### src/pose_moving_average_macros.svh
// Assertion macros shared by the pose moving-average RTL.
// Depends on nothing; included by the top level.
`ifndef POSE_MOVING_AVERAGE_MACROS_SVH
`define POSE_MOVING_AVERAGE_MACROS_SVH

// Condition must hold at every clock edge outside reset.
`define PMA_ASSERT_ALWAYS(label, clk, rst, cond, msg) \
   label: assert property (@(posedge clk) disable iff (rst) (cond)) else $error(msg);

// Consequence must hold in the cycle after the antecedent.
`define PMA_ASSERT_NEXT(label, clk, rst, ante, cons, msg) \
   label: assert property (@(posedge clk) disable iff (rst) (ante) |=> (cons)) else $error(msg);

`endif

### src/pma_queue.sv
// Short register FIFO that decouples the front from the back.
// Depends on nothing.
`timescale 1ns / 1ps

module pma_queue #(
   parameter int WIDTH = 8,
   parameter int DEPTH = 2,
   localparam int PW   = (DEPTH > 1) ? $clog2(DEPTH) : 1,
   localparam int CNW  = $clog2(DEPTH + 1)
) (
   input  logic             clock,
   input  logic             reset,
   input  logic             push,
   input  logic [WIDTH-1:0] push_data,
   input  logic             pop,
   output logic [WIDTH-1:0] pop_data,
   output logic             full,
   output logic             empty
);

   logic [WIDTH-1:0] slot_ff [DEPTH];
   logic [PW-1:0]    wr_ptr_ff;
   logic [PW-1:0]    rd_ptr_ff;
   logic [CNW-1:0]   count_ff;
   logic             do_push;
   logic             do_pop;

   assign full     = (count_ff == CNW'(DEPTH));
   assign empty    = (count_ff == '0);
   assign do_push  = push && !full;
   assign do_pop   = pop && !empty;
   assign pop_data = slot_ff[rd_ptr_ff];

   always_ff @(posedge clock) begin
      if (do_push) begin
         slot_ff[wr_ptr_ff] <= push_data;
      end
      if (reset) begin
         wr_ptr_ff <= '0;
         rd_ptr_ff <= '0;
         count_ff  <= '0;
      end else begin
         if (do_push) begin
            wr_ptr_ff <= (wr_ptr_ff == PW'(DEPTH - 1)) ? '0 : wr_ptr_ff + 1'b1;
         end
         if (do_pop) begin
            rd_ptr_ff <= (rd_ptr_ff == PW'(DEPTH - 1)) ? '0 : rd_ptr_ff + 1'b1;
         end
         if (do_push && !do_pop) begin
            count_ff <= count_ff + 1'b1;
         end else if (do_pop && !do_push) begin
            count_ff <= count_ff - 1'b1;
         end
      end
   end

endmodule

### config.mk
export PLATFORM = sky130hd
export DESIGN_NAME = pma_queue
export DESIGN_NICKNAME = d
export VERILOG_FILES = /design/src/pose_moving_average_macros.svh /design/src/pma_queue.sv
export SDC_FILE = /design/constraint.sdc
export NUM_CORES = 1
export LEC_CHECK = 0
export BUFFER_PORTS_ARGS = -buffer_cell sky130_fd_sc_hd__clkbuf_2
export CORE_MARGIN = 1.5
export CORE_UTILIZATION = 48
export CTS_CLUSTER_DIAMETER = 120
export DETAILED_ROUTE_END_ITERATION = 7
export GPL_TIMING_DRIVEN = 0
export PLACE_DENSITY = 0.74
export SLEW_MARGIN = 30
export SYNTH_ARGS = -nofsm -noshare
export SYNTH_HDL_FRONTEND = slang
export SYNTH_SLANG_ARGS = --single-unit
### constraint.sdc
create_clock -name clock -period 2 [get_ports clock]
set_input_delay 0.4 -clock clock [delete_from_list [all_inputs] [get_ports clock]]
set_output_delay 0.4 -clock clock [all_outputs]
set_load 0.05 [all_outputs]
==> impl_metrics.py, run 1 <==
metrics = {
    "clock_network": {
        "cts.sinks": 21,
        "clockBufferDepth": 2,
        "cts_max_level": 1,
        "root_buffer": "clkbuf_4",
        "clk_latency_ns": 0.29,
        "cts_made_buffers": 3,
        "cts.repair.resized": 0,
        "cts_hold_buf": 0,
        "clk_pin_slew_worst_paths_ns": 0.11,
        "post_cts_buffers": 0,
        "cts_tree": "yes",
    },
    "sta": {
        "slew_headroom_pct": 75.2,
        "tightest_slew_ns": 0.372,
        "hold_viol": 0,
        "fin_tns_setup_ns": 0,
        "hold_ws_ns": 0.289,
        "setup_viol": 0,
        "fin_crit_sh_pct": 91.3,
        "slew_violations": 0,
        "clock.fmax_mhz": 548,
        "grt_setup_unrepaired": "no",
        "layout_setup_ws_ns": 0.174,
        "fin_crit_ns": 1.83,
        "fin_skew_ns": 0.00243,
    },
    "floorplanning": {
        "fp.dieH_um": 43.7,
        "design.core.area_um2": 1520,
        "die_w_um": 43.7,
        "io_pins": 22,
        "dieArea_um2": 1910,
        "initial_core_util_pct": 52.1,
        "placementRows": 14,
    },
    "synth": {
        "netlist.area_leader.share_pct": 60.6,
        "yosysWarnings": 0,
        "synthTopCellsByArea": "edfxtp_1, dfxtp_1, mux2_2",
        "synth_xor_area_share_pct": 3.31,
        "ys_ff_latch": 21,
        "yosysTopAreaCell": "edfxtp_1",
        "synth-simple-area-share_pct": 5.84,
        "syn_area_per_cell_um2": 15.9,
        "yosysUniqueCellTypes": 13,
        "yosysSeqAreaShare_pct": 73.2,
        "synthMuxAreaShare_pct": 11.4,
        "synth_fa_ha_area_share_pct": 1.58,
        "synth_compound_area_share_pct": 3.15,
        "syn_nets": 63,
        "syn_area_um2": 793,
        "netlist_instances": 50,
        "synth_top_family_by_area": "multiplexers",
    },
    "setup_path": {
        "cpMaxStageDelayCell": "mux2_2",
        "cp_num_buf_inv": 2,
        "timing.rr.start": "count_ff[0]",
        "critPathArrivalTime_ns": 1.43,
        "critPathMaxFanout": 8,
        "max_stage_delay_ns": 0.37,
        "r2r_cells": 4,
        "cp_top_family": "buffers and inverters",
        "crit_path_start_kind": "flip-flop",
        "critical_path.cell_chain": "buf_2 -> mux2_2 -> clkbuf_2",
        "crit_type": "reg -> out",
        "worstPathRequired_ns": 1.60,
        "worst_setup_path_end_kind": "primary output",
        "r2r-end": "count_ff[1]",
        "rrSetupSlack_ns": 0.43,
    },
    "global_route": {
        "gr-total-overflow": 0,
        "grt_pass1_vias": 472,
        "antenna_found_initial": 0,
        "grt_usage_pct": 14.4,
        "grt_pass1_wl_mm": 1.88,
        "grt_max_degree": 12,
    },
    "routing": {
        "via_count": 477,
        "routed_wl_mm": 1.17,
        "ant_nets": 0,
        "routedWlPerCell_um": 12.9,
        "drt_first_pass_iters": 2,
        "drc": 0,
        "first_iter_violations": 7,
        "vias_per_cell": 5.24,
    },
    "cells_and_area": {
        "final_util_pct": 62.0,
        "antenna_cells": 0,
        "syn2layout_area_growth_pct": 19.1,
        "multi_input_area_um2": 200,
        "num-fill-cells": 127,
        "regArea_um2": 581,
        "nets": 89,
        "instances_no_fill": 91,
        "drive_above_1_share_pct": 45.3,
        "final_cell_area_um2": 945,
    },
    "hold_path": {
        "worstHoldPathType": "in -> reg",
        "whs_path_depth": 1,
        "hold_path_startpoint": "push_data[5]",
        "hold_path_end": "slot_ff[0][5]",
    },
    "power": {
        "p_total_mw": 1.38,
        "cellLeakagePower_nw": 0.387,
        "vdd_ir_drop_max_mv": 0.899,
        "power_density_nw_per_um2": 1460,
    },
    "placed_design": {
        "place_congestion": 0.658,
        "io_buffers": 21,
        "hpwlAfterDp_um": 828,
        "place_area_um2": 918,
        "dp.cells": 87,
        "place_ws_ns": 0.455,
    },
    "job": {
        "maxCapViolCount": 0,
    },
    "run_status": {
        "status": "finished clean",
    },
}
## placed cells by master, fill, tap and decap left out, drive strengths merged
cell | synthesis | layout
clkbuf | 0 | 25
edfxtp | 16 | 16
mux2 | 8 | 8
nor2 | 5 | 5
dfxtp | 5 | 5
o21ai | 3 | 3
xor2 | 3 | 3
inv | 2 | 2
or3 | 2 | 2
a21oi | 2 | 2
buf | 1 | 1
nor2b | 1 | 1
and2 | 1 | 1
ha | 1 | 1
## cells in the mapped netlist (all sizes together)
cell type and number:
inv 2, and2 1, ha 1, nor2 5
xor2 3, or3 2, edfxtp 16, nor2b 1
buf 1, o21ai 3, dfxtp 5, mux2 8
a21oi 2
## registers in the layout (all words and copies together) (netlist names), named ones only
signal	cells
slot_ff	16
count_ff	2
rd_ptr_ff	1
wr_ptr_ff	1
## layout make-up
class	count	area share, %
Timing Repair Buffer	21	11.1
Multi-Input combinational cell	26	21.2
Sequential cell	21	61.5
Clock buffer	4	2.78
Buffer	1	0.530
Tap cell	16	2.12
Inverter	2	0.795
## worst reg2reg max path: stages (launching register included)
cell     delay (ns)
dfxtp_1        0.37
o21ai_0        0.30
ha_1           0.32
or3_1          0.37
a21oi_1        0.15
## how the worst max path moves through the flow
stage / end / cells after the start / slack [ns] / from
6_report: pop_data[4] / 3 / 0.17 / flip-flop
5_1_grt: pop_data[4] / 3 / 0.09 / flip-flop
4_1_cts: pop_data[4] / 3 / 0.14 / flip-flop
3_5_place_dp: count_ff[1] / 4 / 0.46 / count_ff[0]
3_3_place_gp: count_ff[1] / 4 / 0.46 / count_ff[0]
2_1_floorplan: count_ff[1] / 5 / 0.16 / count_ff[1]
## power by group
| part | switching, mW | internal [mW] | leakage, nW |
|---|---|---|---|
| sequential | 0.0363 | 0.556 | 0.191 |
| clock | 0.116 | 0.0775 | 0.0150 |
| combinational | 0.421 | 0.175 | 0.182 |
## routing by layer
layer | vias to the layer above | global-route usage (%) | wire length [um]
li1 | 234 | - | -
met2 | 11 | 25.6 | 631
met3 | 2 | 2.92 | 44
met5 | - | 0 | 0
met4 | 0 | 10.9 | 10
met1 | 230 | 14.6 | 484
## logic make-up after synthesis
logic type,count (synthesis)
fa+ha+maj,1
simple gates,9
xor+xnor,3
buf+inv,3
flops,21
mux,8
compound gates,5
Power figures use the tool's default switching activity.
==> run 2: changes to the inputs <==
--- a/config.mk
+++ b/config.mk
@@ -12,3 +12,2 @@
 export DETAILED_ROUTE_END_ITERATION = 7
-export GPL_TIMING_DRIVEN = 0
 export PLACE_DENSITY = 0.74
==> constraint.sdc (replaced) <==
create_clock -name clock -period 2 [get_ports clock]
set_input_delay 0 -clock clock [delete_from_list [all_inputs] [get_ports clock]]
set_output_delay 0 -clock clock [all_outputs]
set_load 0.05 [all_outputs]
==> run 2 against run 1 <==
Sequential power rose by 3.4%. Highest routed layer unchanged. Combinational power down 2%. First-iteration DRC count decreased by 14%. Worst hold slack worse by 0.23 ns. Largest cell class unchanged. Clock skew is 0.0015 ns lower. Via count increased by 2.1%. Critical path type is now reg -> reg. Wire length rose by 4.1%. Maximum frequency increased by 14%.
==> impl_metrics.py, run 2 (same netlist as run 1, synthesis figures left out) <==
metrics = {
    "floorplanning": {
        "die_w_um": 43.7,
        "design.core.area_um2": 1520,
        "dieArea_um2": 1910,
        "io_pins": 22,
        "placementRows": 14,
        "initial_core_util_pct": 52.1,
        "fp.dieH_um": 43.7,
    },
    "setup_path": {
        "cp_num_buf_inv": 0,
        "cp_top_family": "simple AND/OR/NAND/NOR gates",
        "rrSetupSlack_ns": 0.40,
        "critPathMaxFanout": 5,
        "cpMaxStageDelayCell": "dfxtp_1",
        "r2r_cells": 5,
        "crit_type": "reg -> reg",
        "max_stage_delay_ns": 0.40,
        "critPathArrivalTime_ns": 1.84,
        "worst_setup_path_end_kind": "flip-flop",
        "path_depth": 5,
        "crit_path_start_kind": "flip-flop",
        "worstPathRequired_ns": 2.23,
        "critical_path.cell_chain": "nor2b_2 -> nor2_1 -> ha_1 -> or3_1 -> a21oi_1",
    },
    "sta": {
        "hold_viol": 0,
        "fin_tns_setup_ns": 0,
        "grt_setup_unrepaired": "no",
        "slew_headroom_pct": 74.9,
        "clock.fmax_mhz": 623,
        "tightest_slew_ns": 0.377,
        "hold_ws_ns": 0.0611,
        "fin_crit_ns": 1.60,
        "fin_crit_sh_pct": 80.2,
        "setup_viol": 0,
        "fin_skew_ns": 0.000931,
        "slew_violations": 0,
    },
    "global_route": {
        "grt_pass1_wl_mm": 1.96,
        "gr-total-overflow": 0,
        "grt_pass1_vias": 472,
        "antenna_found_initial": 0,
        "grt_max_degree": 13,
        "grt_usage_pct": 14.9,
    },
    "power": {
        "comb_power_share_pct": 41.9,
        "switchingPower_mw": 0.582,
        "pwr-share-seq_pct": 44.0,
        "p_total_mw": 1.39,
        "power_density_nw_per_um2": 1350,
        "p_clk_share_pct": 14.1,
        "swShare_pct": 41.7,
        "p_int_mw": 0.812,
        "cellLeakagePower_nw": 0.422,
        "vdd_ir_drop_max_mv": 0.760,
    },
    "routing": {
        "vias_per_cell": 4.92,
        "routedWlPerCell_um": 12.3,
        "drt_first_pass_iters": 3,
        "ant_nets": 0,
        "first_iter_violations": 6,
        "via_count": 487,
        "drc": 0,
        "routed_wl_mm": 1.22,
    },
    "placed_design": {
        "hpwlAfterDp_um": 860,
        "io_buffers": 21,
        "dp.cells": 86,
        "place_congestion": 0.689,
    },
    "clock_network": {
        "root_buffer": "clkbuf_4",
        "cts_max_level": 1,
        "cts_hold_buf": 9,
        "cts_made_buffers": 3,
        "clk_latency_ns": 0.30,
        "clockBufferDepth": 2,
        "cts.sinks": 21,
        "clk_pin_slew_worst_paths_ns": 0.11,
        "cts.repair.resized": 0,
        "cts_tree": "yes",
        "post_cts_buffers": 0,
    },
    "run_status": {
        "status": "finished clean",
    },
    "cells_and_area": {
        "nets": 97,
        "top_register": "slot_ff",
        "instances_no_fill": 99,
        "antenna_cells": 0,
        "num-fill-cells": 117,
        "drive_above_1_share_pct": 41.0,
        "syn2layout_area_growth_pct": 30.0,
        "final_util_pct": 67.7,
        "layout_commonest_cell": "clkbuf_2",
        "largest_reg_flops": 16,
        "layout_common_cells": "clkbuf_2, edfxtp_1, dlygate4sd3_1",
        "largestRegisters": "slot_ff (16), count_ff (2)",
    },
    "hold_path": {
        "whs_path_depth": 4,
        "worstHoldPathType": "in -> reg",
    },
    "job": {
        "maxCapViolCount": 0,
    },
}
run 2: power by group through the flow:
| stage | Combinational (mW) | Clock, mW | Sequential (mW) |
|---|---|---|---|
| 2_1_floorplan | 0.487 | 0 | 0.594 |
| 4_1_cts | 0.590 | 0.203 | 0.615 |
| 5_1_grt | 0.627 | 0.219 | 0.625 |
| 6_report | 0.583 | 0.197 | 0.613 |
| 3_5_place_dp | 0.573 | 0 | 0.625 |
| 3_3_place_gp | 0.562 | 0 | 0.620 |
run 2: worst paths after layout:
kind,start,endpoint
worst max-delay path,count_ff[1],count_ff[1]
worst min register to register,wr_ptr_ff,wr_ptr_ff
worst min-delay path,push,wr_ptr_ff
worst max register to register,count_ff[1],count_ff[1]
run 2: per-stage QoR:
step | instance area [um2] | setup slack [ns]
after global routing | 1030 | 0.253
final | 1030 | 0.396
after floorplan | 793 | 0.157
after CTS | 1030 | 0.381
after detailed placement | 913 | 0.415
after global placement | 913 | 0.504
run 2: metal layers:
metal | global-route usage (%) | vias to the layer above | wire, um
met2 | 22.4 | 13 | 630
met4 | 10.9 | 0 | 30
li1 | - | 246 | -
met5 | 0 | - | 0
met3 | 2.50 | 4 | 30
met1 | 19.4 | 224 | 527
run 2: worst register-to-register path: stages, from the launching register on:
cell and delay, ns:
dfxtp_1 0.40, nor2b_2 0.23, nor2_1 0.07, ha_1 0.31, or3_1 0.38, a21oi_1 0.15
run 2: layout make-up:
cell class	count	area (um2)	share of cell area, %
Sequential cell	21	581	56.3
Multi-Input combinational cell	26	200	19.4
Timing Repair Buffer	30	195	18.9
Clock buffer	3	22.5	2.18
Tap cell	16	20.0	1.94
Inverter	2	7.51	0.728
Clock inverter	1	5.00	0.485
==> run 3: changes to the inputs <==
Clock period 2 ns to 1.6 ns, I/O delays scaled along.
==> run 3 against run 2 <==
Register-to-register slack got worse by 0.30 ns. Clock power up 22%. Clock skew rose by 0.0036 ns. Combinational power up 29%. Sequential share of layout area is 0.30 points lower. Final area grew 0.97%. Sequential power increased by 27%. First-iteration DRC count decreased by 33%. Flip-flop and latch count stayed put. Non-clock buffer count unchanged. Core utilization increased by 0.66 points. Critical endpoint unchanged. Largest cell class unchanged.
==> impl_metrics.py, run 3 (same netlist as run 1, synthesis figures left out) <==
metrics = {
    "power": {
        "vdd_ir_drop_max_mv": 1.11,
        "cellLeakagePower_nw": 0.422,
        "power_density_nw_per_um2": 1700,
    },
    "setup_path": {
        "critPathArrivalTime_ns": 1.74,
        "timing.rr.start": "count_ff[1]",
        "cpMaxStageDelayCell": "or3_1",
        "critical_path.cell_chain": "nor2b_4 -> nor2_1 -> ha_1 -> or3_1 -> a21oi_2",
        "crit_path_start_kind": "flip-flop",
        "critPathMaxFanout": 5,
        "max_stage_delay_ns": 0.38,
        "worst_setup_path_end_kind": "flip-flop",
        "cp-startpoint": "count_ff[1]",
        "rrSetupSlack_ns": 0.1,
        "worstPathRequired_ns": 1.83,
        "crit_type": "reg -> reg",
    },
    "run_status": {
        "status": "finished clean",
    },
    "hold_path": {
        "worstHoldPathType": "in -> reg",
        "hold_path_startpoint": "push",
    },
    "job": {
        "maxCapViolCount": 0,
    },
    "cells_and_area": {
        "antenna_cells": 0,
        "layout_commonest_cell": "clkbuf_2",
        "num-fill-cells": 107,
        "largestRegisters": "slot_ff (16), count_ff (2)",
        "top_register": "slot_ff",
        "syn2layout_area_growth_pct": 31.2,
        "drive_above_1_share_pct": 43.4,
        "multi_input_area_um2": 209,
        "largest_reg_flops": 16,
        "layout_common_cells": "clkbuf_2, edfxtp_1, dlygate4sd3_1",
        "final_cell_area_um2": 1040,
        "nets": 97,
        "regArea_um2": 583,
    },
    "sta": {
        "slew_violations": 0,
        "clock.fmax_mhz": 665,
        "fin_crit_ns": 1.50,
        "fin_crit_sh_pct": 94.0,
        "layout_setup_ws_ns": 0.0961,
        "grt_setup_unrepaired": "no",
        "tightest_slew_ns": 0.386,
        "setup_viol": 0,
        "hold_ws_ns": 0.0640,
        "slew_headroom_pct": 74.3,
        "fin_skew_ns": 0.00457,
        "hold_viol": 0,
        "fin_tns_setup_ns": 0,
    },
    "clock_network": {
        "cts.sinks": 21,
        "cts_max_level": 1,
        "clk_latency_ns": 0.29,
        "cts_tree": "yes",
        "clockBufferDepth": 2,
        "post_cts_buffers": 0,
        "root_buffer": "clkbuf_4",
        "cts_made_buffers": 3,
        "clk_pin_slew_worst_paths_ns": 0.11,
    },
    "routing": {
        "first_iter_violations": 4,
        "ant_nets": 0,
        "routedWlPerCell_um": 12.4,
        "routed_wl_mm": 1.22,
        "via_count": 498,
        "drc": 0,
        "drt_first_pass_iters": 3,
        "vias_per_cell": 5.03,
    },
    "placed_design": {
        "place_ws_ns": 0.0944,
        "place_congestion": 0.737,
        "hpwlAfterDp_um": 841,
        "io_buffers": 21,
        "place_area_um2": 921,
    },
    "floorplanning": {
        "io_pins": 22,
        "die_w_um": 43.7,
        "design.core.area_um2": 1520,
        "dieArea_um2": 1910,
        "placementRows": 14,
        "fp.dieH_um": 43.7,
        "initial_core_util_pct": 52.1,
    },
    "global_route": {
        "grt_pass1_vias": 468,
        "antenna_found_initial": 0,
        "grt_max_degree": 12,
        "grt_pass1_wl_mm": 1.90,
        "grt_usage_pct": 14.6,
        "gr-total-overflow": 0,
    },
}
## run 3: report_power, final
group          switching (mW)  internal [mW]
Sequential             0.0762          0.701
Clock                   0.144         0.0970
Combinational           0.512          0.239
## run 3: stage by stage
stage | power [mW] | util [%] | std cells
global route | 1.87 | 68.3 | 99
floorplan | 1.37 | - | 50
finish | 1.77 | 68.3 | 99
global placement | 1.50 | 60.4 | 86
detailed placement | 1.52 | 60.4 | 86
CTS | 1.78 | 68.1 | 99
## run 3: path summary, 6_finish.rpt
check,to,cells after the start
hold reg to reg,wr_ptr_ff,2
hold / removal,wr_ptr_ff,4
setup reg to reg,count_ff[1],5
setup / recovery,count_ff[1],5
## run 3: critical path: cells and delay by family (launching register included)
kind	cells	cell delay (ns)
compound gates	1	0.12
fa+ha+maj	1	0.33
flops	1	0.37
simple gates	3	0.62
## run 3: repair_timing
action                                  4_1_cts  5_1_grt
hold buffers                                  9        0
endpoints found under the setup margin        0        1
hold endpoints to repair                     21        0
gates resized for setup                       0        2
## run 3: cell type report
type / count / area share [%]
clock buffers: 4 / 2.52
repair buffers: 30 / 18.7
flip-flops and latches: 21 / 56.0
multi-input cells: 26 / 20.1
well taps: 16 / 1.92
inverters: 2 / 0.721
## run 3: routing by layer
metal  routed length, um  GRT usage (%)
met5                   0              0
met4                  19           9.09
met3                  42           3.75
met2                 677           25.6
met1                 485           15.4
